[src/rtl/assert_macros.svh]
// ---------------------------------------------------------------------------
// assert_macros.svh
// Assertion wrappers that drop out of synthesis builds.
// ---------------------------------------------------------------------------
`ifndef ASSERT_MACROS_SVH
`define ASSERT_MACROS_SVH
`ifndef SYNTHESIS
`define CHK_IMPLY(lbl, ante, cons) \
	lbl: assert property (@(posedge clk) disable iff (!arst_n) (ante) |-> (cons)) \
	else $error("check failed: same-cycle implication");
`define CHK_NEXT(lbl, ante, cons) \
	lbl: assert property (@(posedge clk) disable iff (!arst_n) (ante) |=> (cons)) \
	else $error("check failed: next-cycle implication");
`else
`define CHK_IMPLY(lbl, ante, cons)
`define CHK_NEXT(lbl, ante, cons)
`endif
`endif

[src/rtl/mhss_pkg.sv]
// ---------------------------------------------------------------------------
// mhss_pkg
// Shared types, command codes and the half-step coil pattern.
// ---------------------------------------------------------------------------
package mhss_pkg;

	typedef logic [1:0] op_t;

	localparam op_t OP_TICK = 2'd0;
	localparam op_t OP_MOVE = 2'd1;
	localparam op_t OP_HOME = 2'd2;

	localparam logic [2:0]  IDLE_SELECT   = 3'd7;
	localparam logic [15:0] PERIOD_RESET  = 16'd1100;

	// One request as it sits in the input stage
	typedef struct packed {
		op_t         operation;
		logic [2:0]  motor;
		logic [15:0] step_count;
		logic        direction;
		logic        limit_switch;
	} item_t;

	// One result
	typedef struct packed {
		logic [3:0] coils;
		logic [2:0] motor_select;
		logic       busy_res;
		logic       done_res;
	} result_t;

	// Phase memory write port
	typedef struct packed {
		logic       en;
		logic [2:0] addr;
		logic [2:0] data;
	} phase_wr_t;

	// Coil pattern for a half-step phase, bit 3 is the first coil
	function automatic logic [3:0] half_step_coils(input logic [2:0] ph);
		logic [3:0] c;
		case (ph)
			3'd0:    c = 4'b1000;
			3'd1:    c = 4'b1100;
			3'd2:    c = 4'b0100;
			3'd3:    c = 4'b0110;
			3'd4:    c = 4'b0010;
			3'd5:    c = 4'b0011;
			3'd6:    c = 4'b0001;
			default: c = 4'b1001;
		endcase
		return c;
	endfunction

endpackage

[src/rtl/mhss_phase_mem.sv]
// ---------------------------------------------------------------------------
// mhss_phase_mem
// Per-motor half-step phase store: synchronous read, one write port,
// write-to-read bypass and reset-cleared valid bits (invalid reads as zero).
// ---------------------------------------------------------------------------
module mhss_phase_mem
	import mhss_pkg::*;
#(
	parameter int MOTORS = 8
) (
	input  logic       clk,
	input  logic       arst_n,
	input  logic       rd_en,
	input  logic [2:0] rd_addr,
	input  phase_wr_t  wr,
	output logic [2:0] rd_data
);

	localparam int AW    = (MOTORS > 1) ? $clog2(MOTORS) : 1;
	localparam int DEPTH = 1 << AW;

	logic [2:0]       mem_q [DEPTH];
	logic [DEPTH-1:0] valid_q;
	logic [2:0]       rd_data_q;
	logic [AW-1:0]    wa;
	logic [AW-1:0]    ra;

	assign wa = wr.addr[AW-1:0];
	assign ra = rd_addr[AW-1:0];

	// Write phase entry
	always_ff @(posedge clk) begin
		if (wr.en) begin
			mem_q[wa] <= wr.data;
		end
	end

	// Mark written entries
	always_ff @(posedge clk or negedge arst_n) begin
		if (!arst_n) begin
			valid_q <= '0;
		end else if (wr.en) begin
			valid_q[wa] <= 1'b1;
		end
	end

	// Registered read, bypass a write landing on the same entry
	always_ff @(posedge clk) begin
		if (rd_en) begin
			if (wr.en && (wa == ra)) begin
				rd_data_q <= wr.data;
			end else if (valid_q[ra]) begin
				rd_data_q <= mem_q[ra];
			end else begin
				rd_data_q <= 3'd0;
			end
		end
	end

	assign rd_data = rd_data_q;

endmodule

[src/rtl/mhss_step_ctrl.sv]
// ---------------------------------------------------------------------------
// mhss_step_ctrl
// Run state and step timing: decides start, step, wait or finish for the
// request in the input stage and writes the advanced phase back.
// ---------------------------------------------------------------------------
module mhss_step_ctrl
	import mhss_pkg::*;
#(
	parameter int MOTORS     = 8,
	parameter int COUNT_BITS = 16
) (
	input  logic        clk,
	input  logic        arst_n,
	input  logic        cfg_we,
	input  logic [15:0] cfg_wdata,
	input  logic        adv,
	input  item_t       item,
	input  logic [2:0]  phase_rd,
	output phase_wr_t   wr,
	output result_t     res
);

	logic                  active_q;
	logic                  homing_q;
	logic                  reverse_q;
	logic [2:0]            cur_motor_q;
	logic [2:0]            cur_phase_q;
	logic [COUNT_BITS-1:0] steps_left_q;
	logic [15:0]           wait_q;
	logic [3:0]            coil_q;
	logic [15:0]           period_q;

	logic                  start;
	logic                  run_home;
	logic                  run_rev;
	logic                  step_due;
	logic                  finish;
	logic                  do_step;
	logic                  active_n;
	logic [2:0]            ph;
	logic [2:0]            ph_next;
	logic [2:0]            mot;
	logic [COUNT_BITS-1:0] steps;
	logic [3:0]            coil_n;

	// Decode the request against the run state
	always_comb begin
		start    = !active_q
			&& (item.operation == OP_MOVE || item.operation == OP_HOME)
			&& ({1'b0, item.motor} < 4'(MOTORS));
		run_home = start ? (item.operation == OP_HOME) : homing_q;
		run_rev  = start ? ((item.operation == OP_HOME) || item.direction) : reverse_q;
		steps    = start ? COUNT_BITS'(item.step_count) : steps_left_q;
		step_due = start || (active_q && (wait_q <= 16'd1));
		finish   = step_due && (run_home ? item.limit_switch : (steps == '0));
		do_step  = step_due && !finish;
		ph       = start ? phase_rd : cur_phase_q;
		mot      = start ? item.motor : cur_motor_q;
		ph_next  = run_rev ? (ph - 3'd1) : (ph + 3'd1);
		active_n = !finish && (active_q || start);
		coil_n   = do_step ? half_step_coils(ph) : coil_q;
	end

	// Result for this request
	always_comb begin
		res.coils        = active_n ? coil_n : 4'd0;
		res.motor_select = active_n ? mot : IDLE_SELECT;
		res.busy_res     = active_n;
		res.done_res     = finish;
	end

	// Write back the advanced phase
	assign wr.en   = adv && do_step;
	assign wr.addr = mot;
	assign wr.data = ph_next;

	// Hold step period
	always_ff @(posedge clk or negedge arst_n) begin
		if (!arst_n) begin
			period_q <= PERIOD_RESET;
		end else if (cfg_we) begin
			period_q <= cfg_wdata;
		end
	end

	// Advance run state
	always_ff @(posedge clk or negedge arst_n) begin
		if (!arst_n) begin
			active_q     <= 1'b0;
			homing_q     <= 1'b0;
			reverse_q    <= 1'b0;
			cur_motor_q  <= IDLE_SELECT;
			cur_phase_q  <= 3'd0;
			steps_left_q <= '0;
			wait_q       <= 16'd0;
			coil_q       <= 4'd0;
		end else if (adv) begin
			active_q <= active_n;
			if (start) begin
				reverse_q <= run_rev;
				if (!finish) begin
					homing_q <= run_home;
				end
			end
			if (finish) begin
				homing_q     <= 1'b0;
				cur_motor_q  <= IDLE_SELECT;
				steps_left_q <= '0;
				wait_q       <= 16'd0;
				coil_q       <= 4'd0;
			end else if (do_step) begin
				cur_motor_q <= mot;
				cur_phase_q <= ph_next;
				coil_q      <= coil_n;
				wait_q      <= (period_q == 16'd0) ? 16'd1 : period_q;
				if (!run_home) begin
					steps_left_q <= steps - COUNT_BITS'(1);
				end
			end else if (active_q) begin
				wait_q <= wait_q - 16'd1;
			end
		end
	end

endmodule

[src/rtl/multiplexed_half_step_stepper_sequencer_unit.sv]
// A request is held in the input stage and then in the output register before its result leaves.
// Throughput: one request per cycle while the result stream is not stalled; the phase store is read
// on acceptance and written back as the request moves to the output register.
// The output register lets a new request in while a result waits.
// Reset (arst_n low, asynchronous): idle, all phases zero, period 1100.
// ---------------------------------------------------------------------------
// multiplexed_half_step_stepper_sequencer_unit
// Half-step sequencer for several steppers on shared coil lines.
// ---------------------------------------------------------------------------
`include "assert_macros.svh"

module multiplexed_half_step_stepper_sequencer_unit
	import mhss_pkg::*;
#(
	parameter int MOTORS     = 8,
	parameter int COUNT_BITS = 16
) (
	input  logic        clk,
	input  logic        arst_n,
	input  logic        s_tvalid,
	output logic        s_tready,
	// motor[2:0], step_count[18:3], direction[19], limit_switch[20], zero[23:21]
	input  logic [23:0] s_tdata,
	// operation[1:0]
	input  logic [1:0]  s_tuser,
	output logic        m_tvalid,
	input  logic        m_tready,
	// coils[3:0], motor_select[6:4], busy_res[7]
	output logic [7:0]  m_tdata,
	// done_res
	output logic        m_tlast,
	input  logic        cfg_we,
	input  logic [15:0] cfg_wdata
);

	item_t     item_s1;
	logic      valid_s1;
	result_t   out_q;
	logic      out_valid_q;
	logic      adv;
	logic      accept;
	logic [2:0] phase_rd;
	phase_wr_t phase_wr;
	result_t   res_s1;

	// Move request on when the output register is free
	assign adv      = valid_s1 && (!out_valid_q || m_tready);
	assign s_tready = !valid_s1 || adv;
	assign accept   = s_tvalid && s_tready;

	// Input stage
	always_ff @(posedge clk or negedge arst_n) begin
		if (!arst_n) begin
			valid_s1 <= 1'b0;
		end else if (s_tready) begin
			valid_s1 <= s_tvalid;
		end
	end

	always_ff @(posedge clk) begin
		if (accept) begin
			item_s1.operation    <= s_tuser;
			item_s1.motor        <= s_tdata[2:0];
			item_s1.step_count   <= s_tdata[18:3];
			item_s1.direction    <= s_tdata[19];
			item_s1.limit_switch <= s_tdata[20];
		end
	end

	mhss_phase_mem #(
		.MOTORS(MOTORS)
	) u_phase_mem (
		.clk     (clk),
		.arst_n  (arst_n),
		.rd_en   (accept),
		.rd_addr (s_tdata[2:0]),
		.wr      (phase_wr),
		.rd_data (phase_rd)
	);

	mhss_step_ctrl #(
		.MOTORS     (MOTORS),
		.COUNT_BITS (COUNT_BITS)
	) u_step_ctrl (
		.clk       (clk),
		.arst_n    (arst_n),
		.cfg_we    (cfg_we),
		.cfg_wdata (cfg_wdata),
		.adv       (adv),
		.item      (item_s1),
		.phase_rd  (phase_rd),
		.wr        (phase_wr),
		.res       (res_s1)
	);

	// Output register
	always_ff @(posedge clk or negedge arst_n) begin
		if (!arst_n) begin
			out_valid_q <= 1'b0;
		end else if (adv) begin
			out_valid_q <= 1'b1;
		end else if (m_tready) begin
			out_valid_q <= 1'b0;
		end
	end

	always_ff @(posedge clk) begin
		if (adv) begin
			out_q <= res_s1;
		end
	end

	assign m_tvalid = out_valid_q;
	assign m_tdata  = {out_q.busy_res, out_q.motor_select, out_q.coils};
	assign m_tlast  = out_q.done_res;

	// A finished run shows the idle select and no drive
	`CHK_IMPLY(a_done_idle, out_valid_q && out_q.done_res, !out_q.busy_res && out_q.motor_select == IDLE_SELECT && out_q.coils == 4'd0)
	// An idle result never drives the coils
	`CHK_IMPLY(a_idle_dark, out_valid_q && !out_q.busy_res, out_q.coils == 4'd0)
	// A phase write comes from a step, whose result is busy
	`CHK_NEXT(a_step_busy, phase_wr.en, out_valid_q && out_q.busy_res)
	// Requests are refused only while the input stage and the output register are both occupied
	`CHK_IMPLY(a_stall_full, !s_tready, valid_s1 && out_valid_q)

endmodule

[config.mk]
export PLATFORM = sky130hd
export DESIGN_NAME = multiplexed_half_step_stepper_sequencer_unit
export DESIGN_NICKNAME = d
export VERILOG_FILES = /design/src/rtl/mhss_pkg.sv /design/src/rtl/mhss_phase_mem.sv /design/src/rtl/mhss_step_ctrl.sv /design/src/rtl/multiplexed_half_step_stepper_sequencer_unit.sv
export VERILOG_INCLUDE_DIRS = /design/src /design/src/rtl
export SDC_FILE = /design/constraint.sdc
export NUM_CORES = 1
export LEC_CHECK = 0
export BUFFER_PORTS_ARGS = -buffer_cell sky130_fd_sc_hd__buf_4
export CAP_MARGIN = 40
export CORE_MARGIN = 3
export CORE_UTILIZATION = 45
export CTS_BUF_LIST = sky130_fd_sc_hd__clkbuf_16
export DETAILED_ROUTE_END_ITERATION = 16
export RECOVER_POWER = 100
export SLEW_MARGIN = 10
export SYNTH_ARGS = -nofsm -noshare
export SYNTH_HDL_FRONTEND = slang
export SYNTH_SLANG_ARGS = --single-unit
export TNS_END_PERCENT = 20
[constraint.sdc]
create_clock -name clk -period 6.73 [get_ports clk]
set_clock_uncertainty 0.15 [all_clocks]
set_input_delay 0.673 -clock clk [delete_from_list [all_inputs] [get_ports clk]]
set_output_delay 0.673 -clock clk [all_outputs]
set_load 0.05 [all_outputs]
==> results of run 1 <==
==> cells by family (layout without fill, tap and decap cells) <==
family / count (synthesis) / in the layout / synth area share, %
adder cells (fa/ha/maj): 11 / 11 / 2.151
multiplexers: 48 / 48 / 9.505
AND/OR/NAND/NOR: 174 / 174 / 13.91
flip-flops: 130 / 130 / 55.60
buffers and inverters: 38 / 114 / 2.543
AO/OA/AOI/OAI: 122 / 122 / 14.10
XOR/XNOR: 16 / 16 / 2.191
==> per-layer routing <==
| metal | wire (µm) | GRT usage (%) |
|---|---|---|
| met5 | 0 | 0 |
| met1 | 6544 | 25.16 |
| met2 | 7356 | 32.11 |
| met3 | 593 | 4.776 |
| met4 | 261 | 7.270 |
==> cell usage after synthesis (11+ instances only) <==
| master | n | share of area, % |
|---|---|---|
| nand2_1 | 37 | 2.2 |
| mux2i_1 | 18 | 2.8 |
| a21oi_1 | 17 | 1.3 |
| dfrtp_1 | 64 | 25 |
| o21ai_0 | 29 | 2.3 |
| inv_1 | 16 | 0.94 |
| ha_1 | 11 | 2.2 |
| a221o_1 | 13 | 2.0 |
| nor2_1 | 52 | 3.1 |
| mux2_2 | 22 | 3.9 |
| nor3_1 | 24 | 1.9 |
| edfxtp_1 | 59 | 28 |
==> path summary, 6_finish.rpt <==
path | to | from | depth (start not counted)
max | u_phase_mem.rd_data[2] | item_s1[22] | 10
min reg2reg | u_phase_mem.valid_q[2] | u_phase_mem.valid_q[2] | 1
max reg2reg | u_phase_mem.rd_data[2] | item_s1[22] | 10
min | valid_s1 | s_tvalid | 2
max in group asynchronous | u_step_ctrl.reverse_q | arst_n | 3
min in group asynchronous | u_step_ctrl.steps_left_q[8] | arst_n | 2
==> through the flow <==
stage / utilization [%] / total power (µW) / worst slack (ns)
2_1_floorplan: - / 1904 / 3.256
3_3_place_gp: 51.39 / 2119 / 2.208
3_5_place_dp: 51.74 / 2175 / 2.206
4_1_cts: 56.38 / 3153 / 2.165
5_1_grt: 55.53 / 3310 / 1.164
6_report: 55.53 / 3120 / 1.592
==> state kept, by name, indices dropped and copies added, names as in the netlist, 4 cells and up <==
register	flops
u_phase_mem.valid_q	8
m_tdata	8
item_s1	23
u_step_ctrl.steps_left_q	16
u_step_ctrl.coil_q	4
u_step_ctrl.period_q	16
u_step_ctrl.wait_q	16
u_phase_mem.mem_q	24
==> power by group <==
group,internal [µW],switching (µW)
clock,617,347
combinational,429,609
sequential,1000,117
total,2050,1070
==> worst max-delay path, delay by kind of cell (launching register included) <==
family | cells | cell delay [ns]
muxes | 3 | 1.11
buffers and inverters | 3 | 1.28
adders and majority gates | 3 | 1.01
DFF | 1 | 0.37
and+or+nand+nor | 1 | 1.07
==> area by class of cell <==
class | instances | share of cell area, %
tap | 176 | 2.925
clock buffer | 17 | 5.651
timing repair buffer | 64 | 5.268
clock inverter | 15 | 2.559
inverter | 18 | 0.8975
sequential | 130 | 47.25
multi-input combinational | 371 | 35.45
==> reports/results.tsv, run 1 <==
stage	metric	value	unit
outcome	status	finished with violations	
outcome	violations	capacitance limit, slew limit	
grt	grt_max_degree	54	
sta	fmax	0.1946	GHz
detailed_routing	drc	0	
sta	tightest_slew	3.017	ns
synth	ys.flop_type	dfrtp_1	
clock_tree	clockRootBuffer	clkbuf_16	
finish	mostFrequentLayoutCells	dfrtp_1, edfxtp_1, nor2_1	
sta	whs	0.2973	ns
floorplan	initial_core_util	47.19	%
floorplan	die-area	15680	µm²
placement	io_buffer_count	54	
clock_tree	cts_max_level	4	
finish	final-seq-area	3557	µm²
placement	dp.cells	758	
synth	syn_inst	539	
critical_path	cpMostUsedCell	ha_1	
detailed_routing	drt_iter0_markers	319	
finish	final_cells	791	
clock_tree	cts_resized	0	
critical_path	cp.arrival	5.28	ns
finish	n_fill_cell	1160	
clock_tree	clk_latency	0.43	ns
critical_path	regToRegSetupSlack	1.59	ns
synth	synth-seq-cells	130	
grt	grt_pass1_wl	24240	µm
synth	ys_warn_count	0	
synth	synth_area_per_cell	11.87	µm²
clock_tree	tritoncts	built	
sta	hold_viol_final	0	
critical_path	endpoint_kind	register	
clock_tree	cts.clk_slew.worst_paths	0.06	ns
synth	synth.net_count	597	
placement	dpl_cell_area	7015	µm²
sta	setup_viol	0	
run	drv_cap	2	
pwr	powerDensity	414.4	nW/µm²
clock_tree	post_cts_buffers	0	
grt	grt_use_total	19.51	%
grt	grt_overflow_total	0	
placement	gp_congestion	0.8163	
grt	antenna_found_initial	0	
critical_path	start_kind	register	
grt	grt_pass1_vias	4694	
detailed_routing	vias	4579	
placement	dpl.hpwl	10120	µm
synth	synth_edf_count	59	
finish	areaGrowthSynthToFinish	17.68	%
floorplan	die_y	125.2	µm
critical_path	cp_cell_sequence	ha_1 > nor2_1 > clkbuf_1 > mux2i_1 > clkbuf_1 > inv_1 > ha_1 > ha_1 > mux2i_1 > mux2_2	
sta	tns	0	ns
finish	num_antenna_cells	0	
synth	syn_area	6397	µm²
synth	synth_cell_types	61	
clock_tree	clock_path_buffers	2	
critical_path	criticalPathCategory	reg2reg	
detailed_routing	viasPerCell	5.789	
synth	yosysSeqAreaShare	55.60	%
detailed_routing	wl_per_cell	18.65	µm
synth	async_flop_share	54.62	%
pwr	vdd_drop_max	0.2474	mV
clock_tree	cts_sinks	130	
clock_tree	postCtsHoldBufs	1	
critical_path	crit_slowest_cell	nor2_1	
finish	post-route-cell-area	7528	µm²
detailed_routing	firstDrtPassIters	5	
hold_path	hold_path_class	in2reg	
floorplan	fp.dieW	125.2	µm
sta	maxSlewViolCount	81	
sta	post-route-period-util	76.34	%
detailed_routing	ant_nets	0	
floorplan	row_count	42	
critical_path	slowest_delay	1.07	ns
critical_path	crit_fanout	20	
detailed_routing	finalWirelength	14760	µm
pwr	p_leak	0.003010	µW
sta	rsz0062_at_grt	no	
clock_tree	numCtsBuffers	17	
finish	final_common_cell	dfrtp_1	
sta	min_period	5.138	ns
floorplan	core_area	13560	µm²
finish	multiInputGateArea	2669	µm²
critical_path	required	6.87	ns
sta	relSlewSlack	-101.1	%
finish	drive_above_1_share	20.00	%
finish	fin_nets	660	
floorplan	io_pins	58	
No activity file was read; power rests on OpenSTA's default activity.
==> run 2: changes to the inputs <==
==> constraint.sdc (replaced) <==
create_clock -name clk -period 5 [get_ports clk]
set_clock_uncertainty 0.15 [all_clocks]
set_input_delay 0.5 -clock clk [delete_from_list [all_inputs] [get_ports clk]]
set_output_delay 0.5 -clock clk [all_outputs]
set_load 0.05 [all_outputs]
==> reports/results.tsv, run 2 (synthesized netlist as in run 1, its figures left out) <==
stage	metric	value	unit	change
pwr	combPwrFrac	33.8	%	was 33.3%
detailed_routing	viasPerCell	5.826		was 5.789
finish	largest_reg_flops	24		unchanged
pwr	vdd_drop_max	0.2972	mV	was 0.2474 mV
sta	relSlewSlack	2.876	%	was -101.1%
finish	top_register	u_phase_mem.mem_q		unchanged
sta	hold_viol_final	0		unchanged
critical_path	r2r-start	item_s1[22]		unchanged
floorplan	fp.dieW	125.2	µm	unchanged
critical_path	crit_end	m_tdata[0]		was u_phase_mem.rd_data[2]
detailed_routing	wl_per_cell	18.86	µm	was 18.65 µm
grt	grt_pass1_wl	24780	µm	was 24240 µm
floorplan	die-area	15680	µm²	unchanged
pwr	switching_power	1446	µW	was 1073 µW
sta	setup_viol	0		unchanged
critical_path	endpoint_kind	register		unchanged
pwr	p_leak	0.003031	µW	was 0.003010 µW
critical_path	required	5.11	ns	was 6.87 ns
critical_path	cp.arrival	4.39	ns	was 5.28 ns
sta	min_period	4.277	ns	was 5.138 ns
finish	areaGrowthSynthToFinish	18.48	%	was 17.68%
finish	drive_above_1_share	20.61	%	was 20.00%
critical_path	criticalPathCategory	reg2reg		unchanged
detailed_routing	vias	4643		was 4579
grt	grt_overflow_total	0		unchanged
detailed_routing	ant_nets	0		unchanged
clock_tree	cts_sinks	130		unchanged
placement	io_buffer_count	54		unchanged
hold_path	hold_path_class	in2reg		unchanged
pwr	p_int	2707	µW	was 2046 µW
finish	num_antenna_cells	0		unchanged
detailed_routing	firstDrtPassIters	6		was 5
critical_path	timing.rr.end	m_tdata[0]		was u_phase_mem.rd_data[2]
grt	antenna_found_initial	0		unchanged
finish	fin_nets	666		was 660
critical_path	regToRegSetupSlack	0.72	ns	was 1.59 ns
placement	gp_congestion	0.7904		was 0.8163
clock_tree	cts_max_level	4		unchanged
pwr	powerDensity	547.9	nW/µm²	was 414.4 nW/µm²
clock_tree	clock_path_buffers	2		unchanged
critical_path	crit_fanout	16		was 20
outcome	status	finished clean		was finished with violations
detailed_routing	finalWirelength	15030	µm	was 14760 µm
placement	dpl.hpwl	10390	µm	was 10120 µm
clock_tree	numCtsBuffers	17		unchanged
finish	final_common_cell	dfrtp_1		unchanged
clock_tree	tritoncts	built		unchanged
clock_tree	postCtsHoldBufs	1		unchanged
floorplan	initial_core_util	47.19	%	unchanged
pwr	swShare	34.81	%	was 34.41%
clock_tree	clk_latency	0.42	ns	was 0.43 ns
floorplan	row_count	42		unchanged
grt	grt_max_degree	54		unchanged
pwr	p_total	4153	µW	was 3120 µW
detailed_routing	drc	0		unchanged
floorplan	io_pins	58		unchanged
detailed_routing	drt_iter0_markers	316		was 319
sta	maxSlewViolCount	0		was 81
sta	fmax	0.2338	GHz	was 0.1946 GHz
clock_tree	cts.clk_slew.worst_paths	0.06	ns	about the same
grt	grt_pass1_vias	4886		was 4694
floorplan	die_y	125.2	µm	unchanged
sta	tns	0	ns	unchanged
finish	reg.largest.list	u_phase_mem.mem_q: 24 flops, item_s1: 23 flops		unchanged
sta	tightest_slew	1.457	ns	was 3.017 ns
critical_path	start_kind	register		unchanged
pwr	p_clk_share	29.9	%	was 30.9%
clock_tree	cts_resized	0		unchanged
sta	rsz0062_at_grt	no		unchanged
clock_tree	clockRootBuffer	clkbuf_16		unchanged
pwr	p_seq_share	36.2	%	was 35.8%
critical_path	rr_worst_depth	11		was 10
sta	post-route-period-util	85.53	%	was 76.34%
critical_path	crit_start	item_s1[22]		unchanged
run	drv_cap	0		was 2
grt	grt_use_total	19.82	%	was 19.51%
finish	mostFrequentLayoutCells	dfrtp_1, edfxtp_1, nor2_1		unchanged
floorplan	core_area	13560	µm²	unchanged
clock_tree	post_cts_buffers	0		unchanged
## run 2: changes by cell type in the layout (fill, tap and decap cells not counted), moves of 2 or more
| cell | delta |
|---|---|
| buf_4 | +5 |
| dfstp_1 | +4 |
| dfstp_2 | -4 |
| clkinvlp_4 | +2 |
| o21ai_0 | -2 |
## run 2: final cells by class
class                           instances  area [µm²]
Clock inverter                         15       168.9
Timing Repair Buffer                   70       465.4
Clock buffer                           17       425.4
Multi-Input combinational cell        371        2675
Sequential cell                       130        3557
Tap cell                              176       220.2
Fill cell                            1152        5978
Inverter                               18       67.56
## run 2: per-layer routing
| metal | routed length [µm] | vias up | global-route usage [%] | share of wire, % |
|---|---|---|---|---|
| met3 | 637 | 31 | 5.075 | 4.2 |
| met4 | 346 | 0 | 8.227 | 2.3 |
| li1 | - | 2170 | - | - |
| met5 | 0 | - | 0 | 0 |
| met2 | 7500 | 110 | 32.84 | 50 |
| met1 | 6548 | 2332 | 24.87 | 44 |
## run 2: worst min-delay path by stage
stage / from / to / slack [ns] / cells past startpoint
finish: s_tdata[9] / item_s1[8] / 0.12 / 1
global route: s_tdata[9] / item_s1[8] / 0.10 / 1
CTS: s_tdata[9] / item_s1[8] / 0.09 / 1
detailed placement: arst_n / u_step_ctrl.steps_left_q[7] / 0.26 / 1
global placement: u_phase_mem.valid_q[3] / u_phase_mem.valid_q[3] / 0.30 / 1
floorplan: arst_n / m_tvalid / 0.05 / 0
## run 2: critical path, cell delays in order, from the launching register on
cell      delay (ns)
edfxtp_1        0.36
ha_1            0.29
buf_4           0.19
nor2_1          0.97
mux2i_1         0.27
clkbuf_1        0.56
inv_1           0.14
ha_1            0.28
or2_2           0.30
o22a_1          0.17
o22a_1          0.20
a211oi_1        0.22
## run 2: metrics by stage
stage	hold slack [ns]	util, %	setup slack [ns]	area, µm²	cells
after global routing	0.1044	55.91	0.4518	7580	797
after floorplan	0.05441	-	1.526	6397	539
after global placement	0.2980	51.73	1.192	7013	760
after CTS	0.08547	56.53	1.145	7665	797
final	0.1242	55.91	0.7233	7580	797
after detailed placement	0.2615	52.08	1.180	7061	764
## run 2: power by group through the flow
stage	combinational, µW	clock (µW)	sequential [µW]
global route	1570	1320	1530
CTS	1420	1270	1500
floorplan	1050	0	1520
detailed placement	1420	0	1520
global placement	1350	0	1510
finish	1400	1240	1510
==> run 3: changes to the inputs <==
--- a/config.mk
+++ b/config.mk
@@ -12,6 +12,8 @@
 export CORE_UTILIZATION = 45
 export CTS_BUF_LIST = sky130_fd_sc_hd__clkbuf_16
 export DETAILED_ROUTE_END_ITERATION = 16
+export GPL_ROUTABILITY_DRIVEN = 0
+export MAX_ROUTING_LAYER = met4
 export RECOVER_POWER = 100
 export SLEW_MARGIN = 10
 export SYNTH_ARGS = -nofsm -noshare
==> reports/results.tsv, run 3 (synthesized netlist as in run 1, its figures left out) <==
stage	metric	value	unit	change
outcome	status	finished clean		unchanged
floorplan	core_area	13560	µm²	unchanged
detailed_routing	firstDrtPassIters	7		was 6
pwr	powerDensity	547.4	nW/µm²	was 547.9 nW/µm²
placement	dpl.hpwl	10390	µm	unchanged
clock_tree	clk_latency	0.42	ns	about the same
critical_path	criticalPathCategory	reg2reg		unchanged
grt	grt_pass1_wl	24810	µm	was 24780 µm
finish	areaGrowthSynthToFinish	18.48	%	unchanged
floorplan	initial_core_util	47.19	%	unchanged
clock_tree	post_cts_buffers	0		unchanged
sta	setup_viol	0		unchanged
sta	relSlewSlack	3.217	%	was 2.876%
critical_path	start_kind	register		unchanged
pwr	p_leak	0.003031	µW	unchanged
critical_path	cp.arrival	4.37	ns	was 4.39 ns
floorplan	io_pins	58		unchanged
sta	rsz0062_at_grt	no		unchanged
detailed_routing	wl_per_cell	18.78	µm	was 18.86 µm
clock_tree	clock_path_buffers	2		unchanged
detailed_routing	finalWirelength	14960	µm	was 15030 µm
clock_tree	numCtsBuffers	17		unchanged
clock_tree	clockRootBuffer	clkbuf_16		unchanged
critical_path	crit_fanout	16		unchanged
critical_path	endpoint_kind	register		unchanged
grt	antenna_found_initial	0		unchanged
floorplan	row_count	42		unchanged
grt	grt_pass1_vias	4881		was 4886
run	drv_cap	0		unchanged
grt	grt_max_degree	54		unchanged
finish	top_register	u_phase_mem.mem_q		unchanged
finish	drive_above_1_share	20.61	%	unchanged
hold_path	hold_path_class	in2reg		unchanged
floorplan	die-area	15680	µm²	unchanged
detailed_routing	drt_iter0_markers	317		was 316
pwr	p_total	4150	µW	was 4153 µW
grt	grt_overflow_total	0		unchanged
placement	io_buffer_count	54		unchanged
clock_tree	cts.clk_slew.worst_paths	0.06	ns	about the same
sta	maxSlewViolCount	0		unchanged
grt	grt_use_total	20.44	%	was 19.82%
finish	mostFrequentLayoutCells	dfrtp_1, edfxtp_1, nor2_1		unchanged
finish	reg.largest.list	u_phase_mem.mem_q: 24 flops, item_s1: 23 flops		unchanged
detailed_routing	vias	4649		was 4643
finish	num_antenna_cells	0		unchanged
sta	post-route-period-util	85.35	%	was 85.53%
finish	n_fill_cell	1152		unchanged
floorplan	fp.dieW	125.2	µm	unchanged
sta	fmax	0.2343	GHz	was 0.2338 GHz
detailed_routing	ant_nets	0		unchanged
clock_tree	cts_max_level	4		unchanged
finish	fin_nets	666		unchanged
finish	final_common_cell	dfrtp_1		unchanged
sta	tightest_slew	1.452	ns	was 1.457 ns
clock_tree	tritoncts	built		unchanged
critical_path	required	5.11	ns	about the same
finish	largest_reg_flops	24		unchanged
clock_tree	cts_sinks	130		unchanged
detailed_routing	drc	0		unchanged
sta	tns	0	ns	unchanged
detailed_routing	viasPerCell	5.833		was 5.826
pwr	vdd_drop_max	0.2990	mV	was 0.2972 mV
sta	min_period	4.268	ns	was 4.277 ns
sta	hold_viol_final	0		unchanged
floorplan	die_y	125.2	µm	unchanged
==> run 3: metal layers <==
metal  up-vias  wire, µm  GRT usage (%)
met5         -         0              -
met4         0       349          8.227
met3        30       621          5.203
met2       124      7455          32.84
met1      2319      6538          24.84
li1       2176         -              -
==> run 3: area by class of cell <==
| class | count | area (µm²) | area share, % |
|---|---|---|---|
| Tap cell | 176 | 220.2 | 2.905 |
| Clock inverter | 15 | 168.9 | 2.228 |
| Sequential cell | 130 | 3557 | 46.93 |
| Timing Repair Buffer | 70 | 465.4 | 6.141 |
| Inverter | 18 | 67.56 | 0.8914 |
| Clock buffer | 17 | 425.4 | 5.612 |
| Multi-Input combinational cell | 371 | 2675 | 35.29 |
==> run 3: worst paths after layout <==
check	cells after the start	end	start	slack, ns
max in group asynchronous	3	u_step_ctrl.cur_motor_q[1]	arst_n	3.02
min	1	item_s1[8]	s_tdata[9]	0.13
min reg2reg	1	u_phase_mem.valid_q[7]	u_phase_mem.valid_q[7]	0.32
min in group asynchronous	2	u_step_ctrl.steps_left_q[8]	arst_n	0.75
max	11	m_tdata[0]	item_s1[22]	0.73
max reg2reg	11	m_tdata[0]	item_s1[22]	0.73
==> run 3: metrics by stage <==
step,setup slack [ns],utilization [%],std cells,hold WS (ns),instance area [µm²]
after CTS,1.145,56.53,797,0.08547,7665
final,0.7324,55.91,797,0.1281,7580
after detailed placement,1.180,52.08,764,0.2615,7061
after floorplan,1.526,-,539,0.05441,6397
after global routing,0.4518,55.91,797,0.1029,7580
after global placement,1.192,51.73,760,0.2980,7013
==> run 3: critical path, cell delays in order (launching register included) <==
cell and delay, ns:
edfxtp_1 0.36, ha_1 0.29, buf_4 0.19, nor2_1 0.96, mux2i_1 0.27, clkbuf_1 0.55
inv_1 0.14, ha_1 0.28, or2_2 0.30, o22a_1 0.17, o22a_1 0.20, a211oi_1 0.22
==> run 3: repair_timing <==
action | 4_1_cts | 5_1_grt
resized for setup | 0 | 0
hold endpoints to repair | 16 | 0
setup endpoints to repair | 0 | 0
hold buffers | 1 | 0
==> run 3: power by group <==
| group | switching (µW) | total (µW) | internal [µW] |
|---|---|---|---|
| Sequential | 160 | 1510 | 1350 |
| Combinational | 817 | 1400 | 585 |
| Clock | 465 | 1240 | 778 |
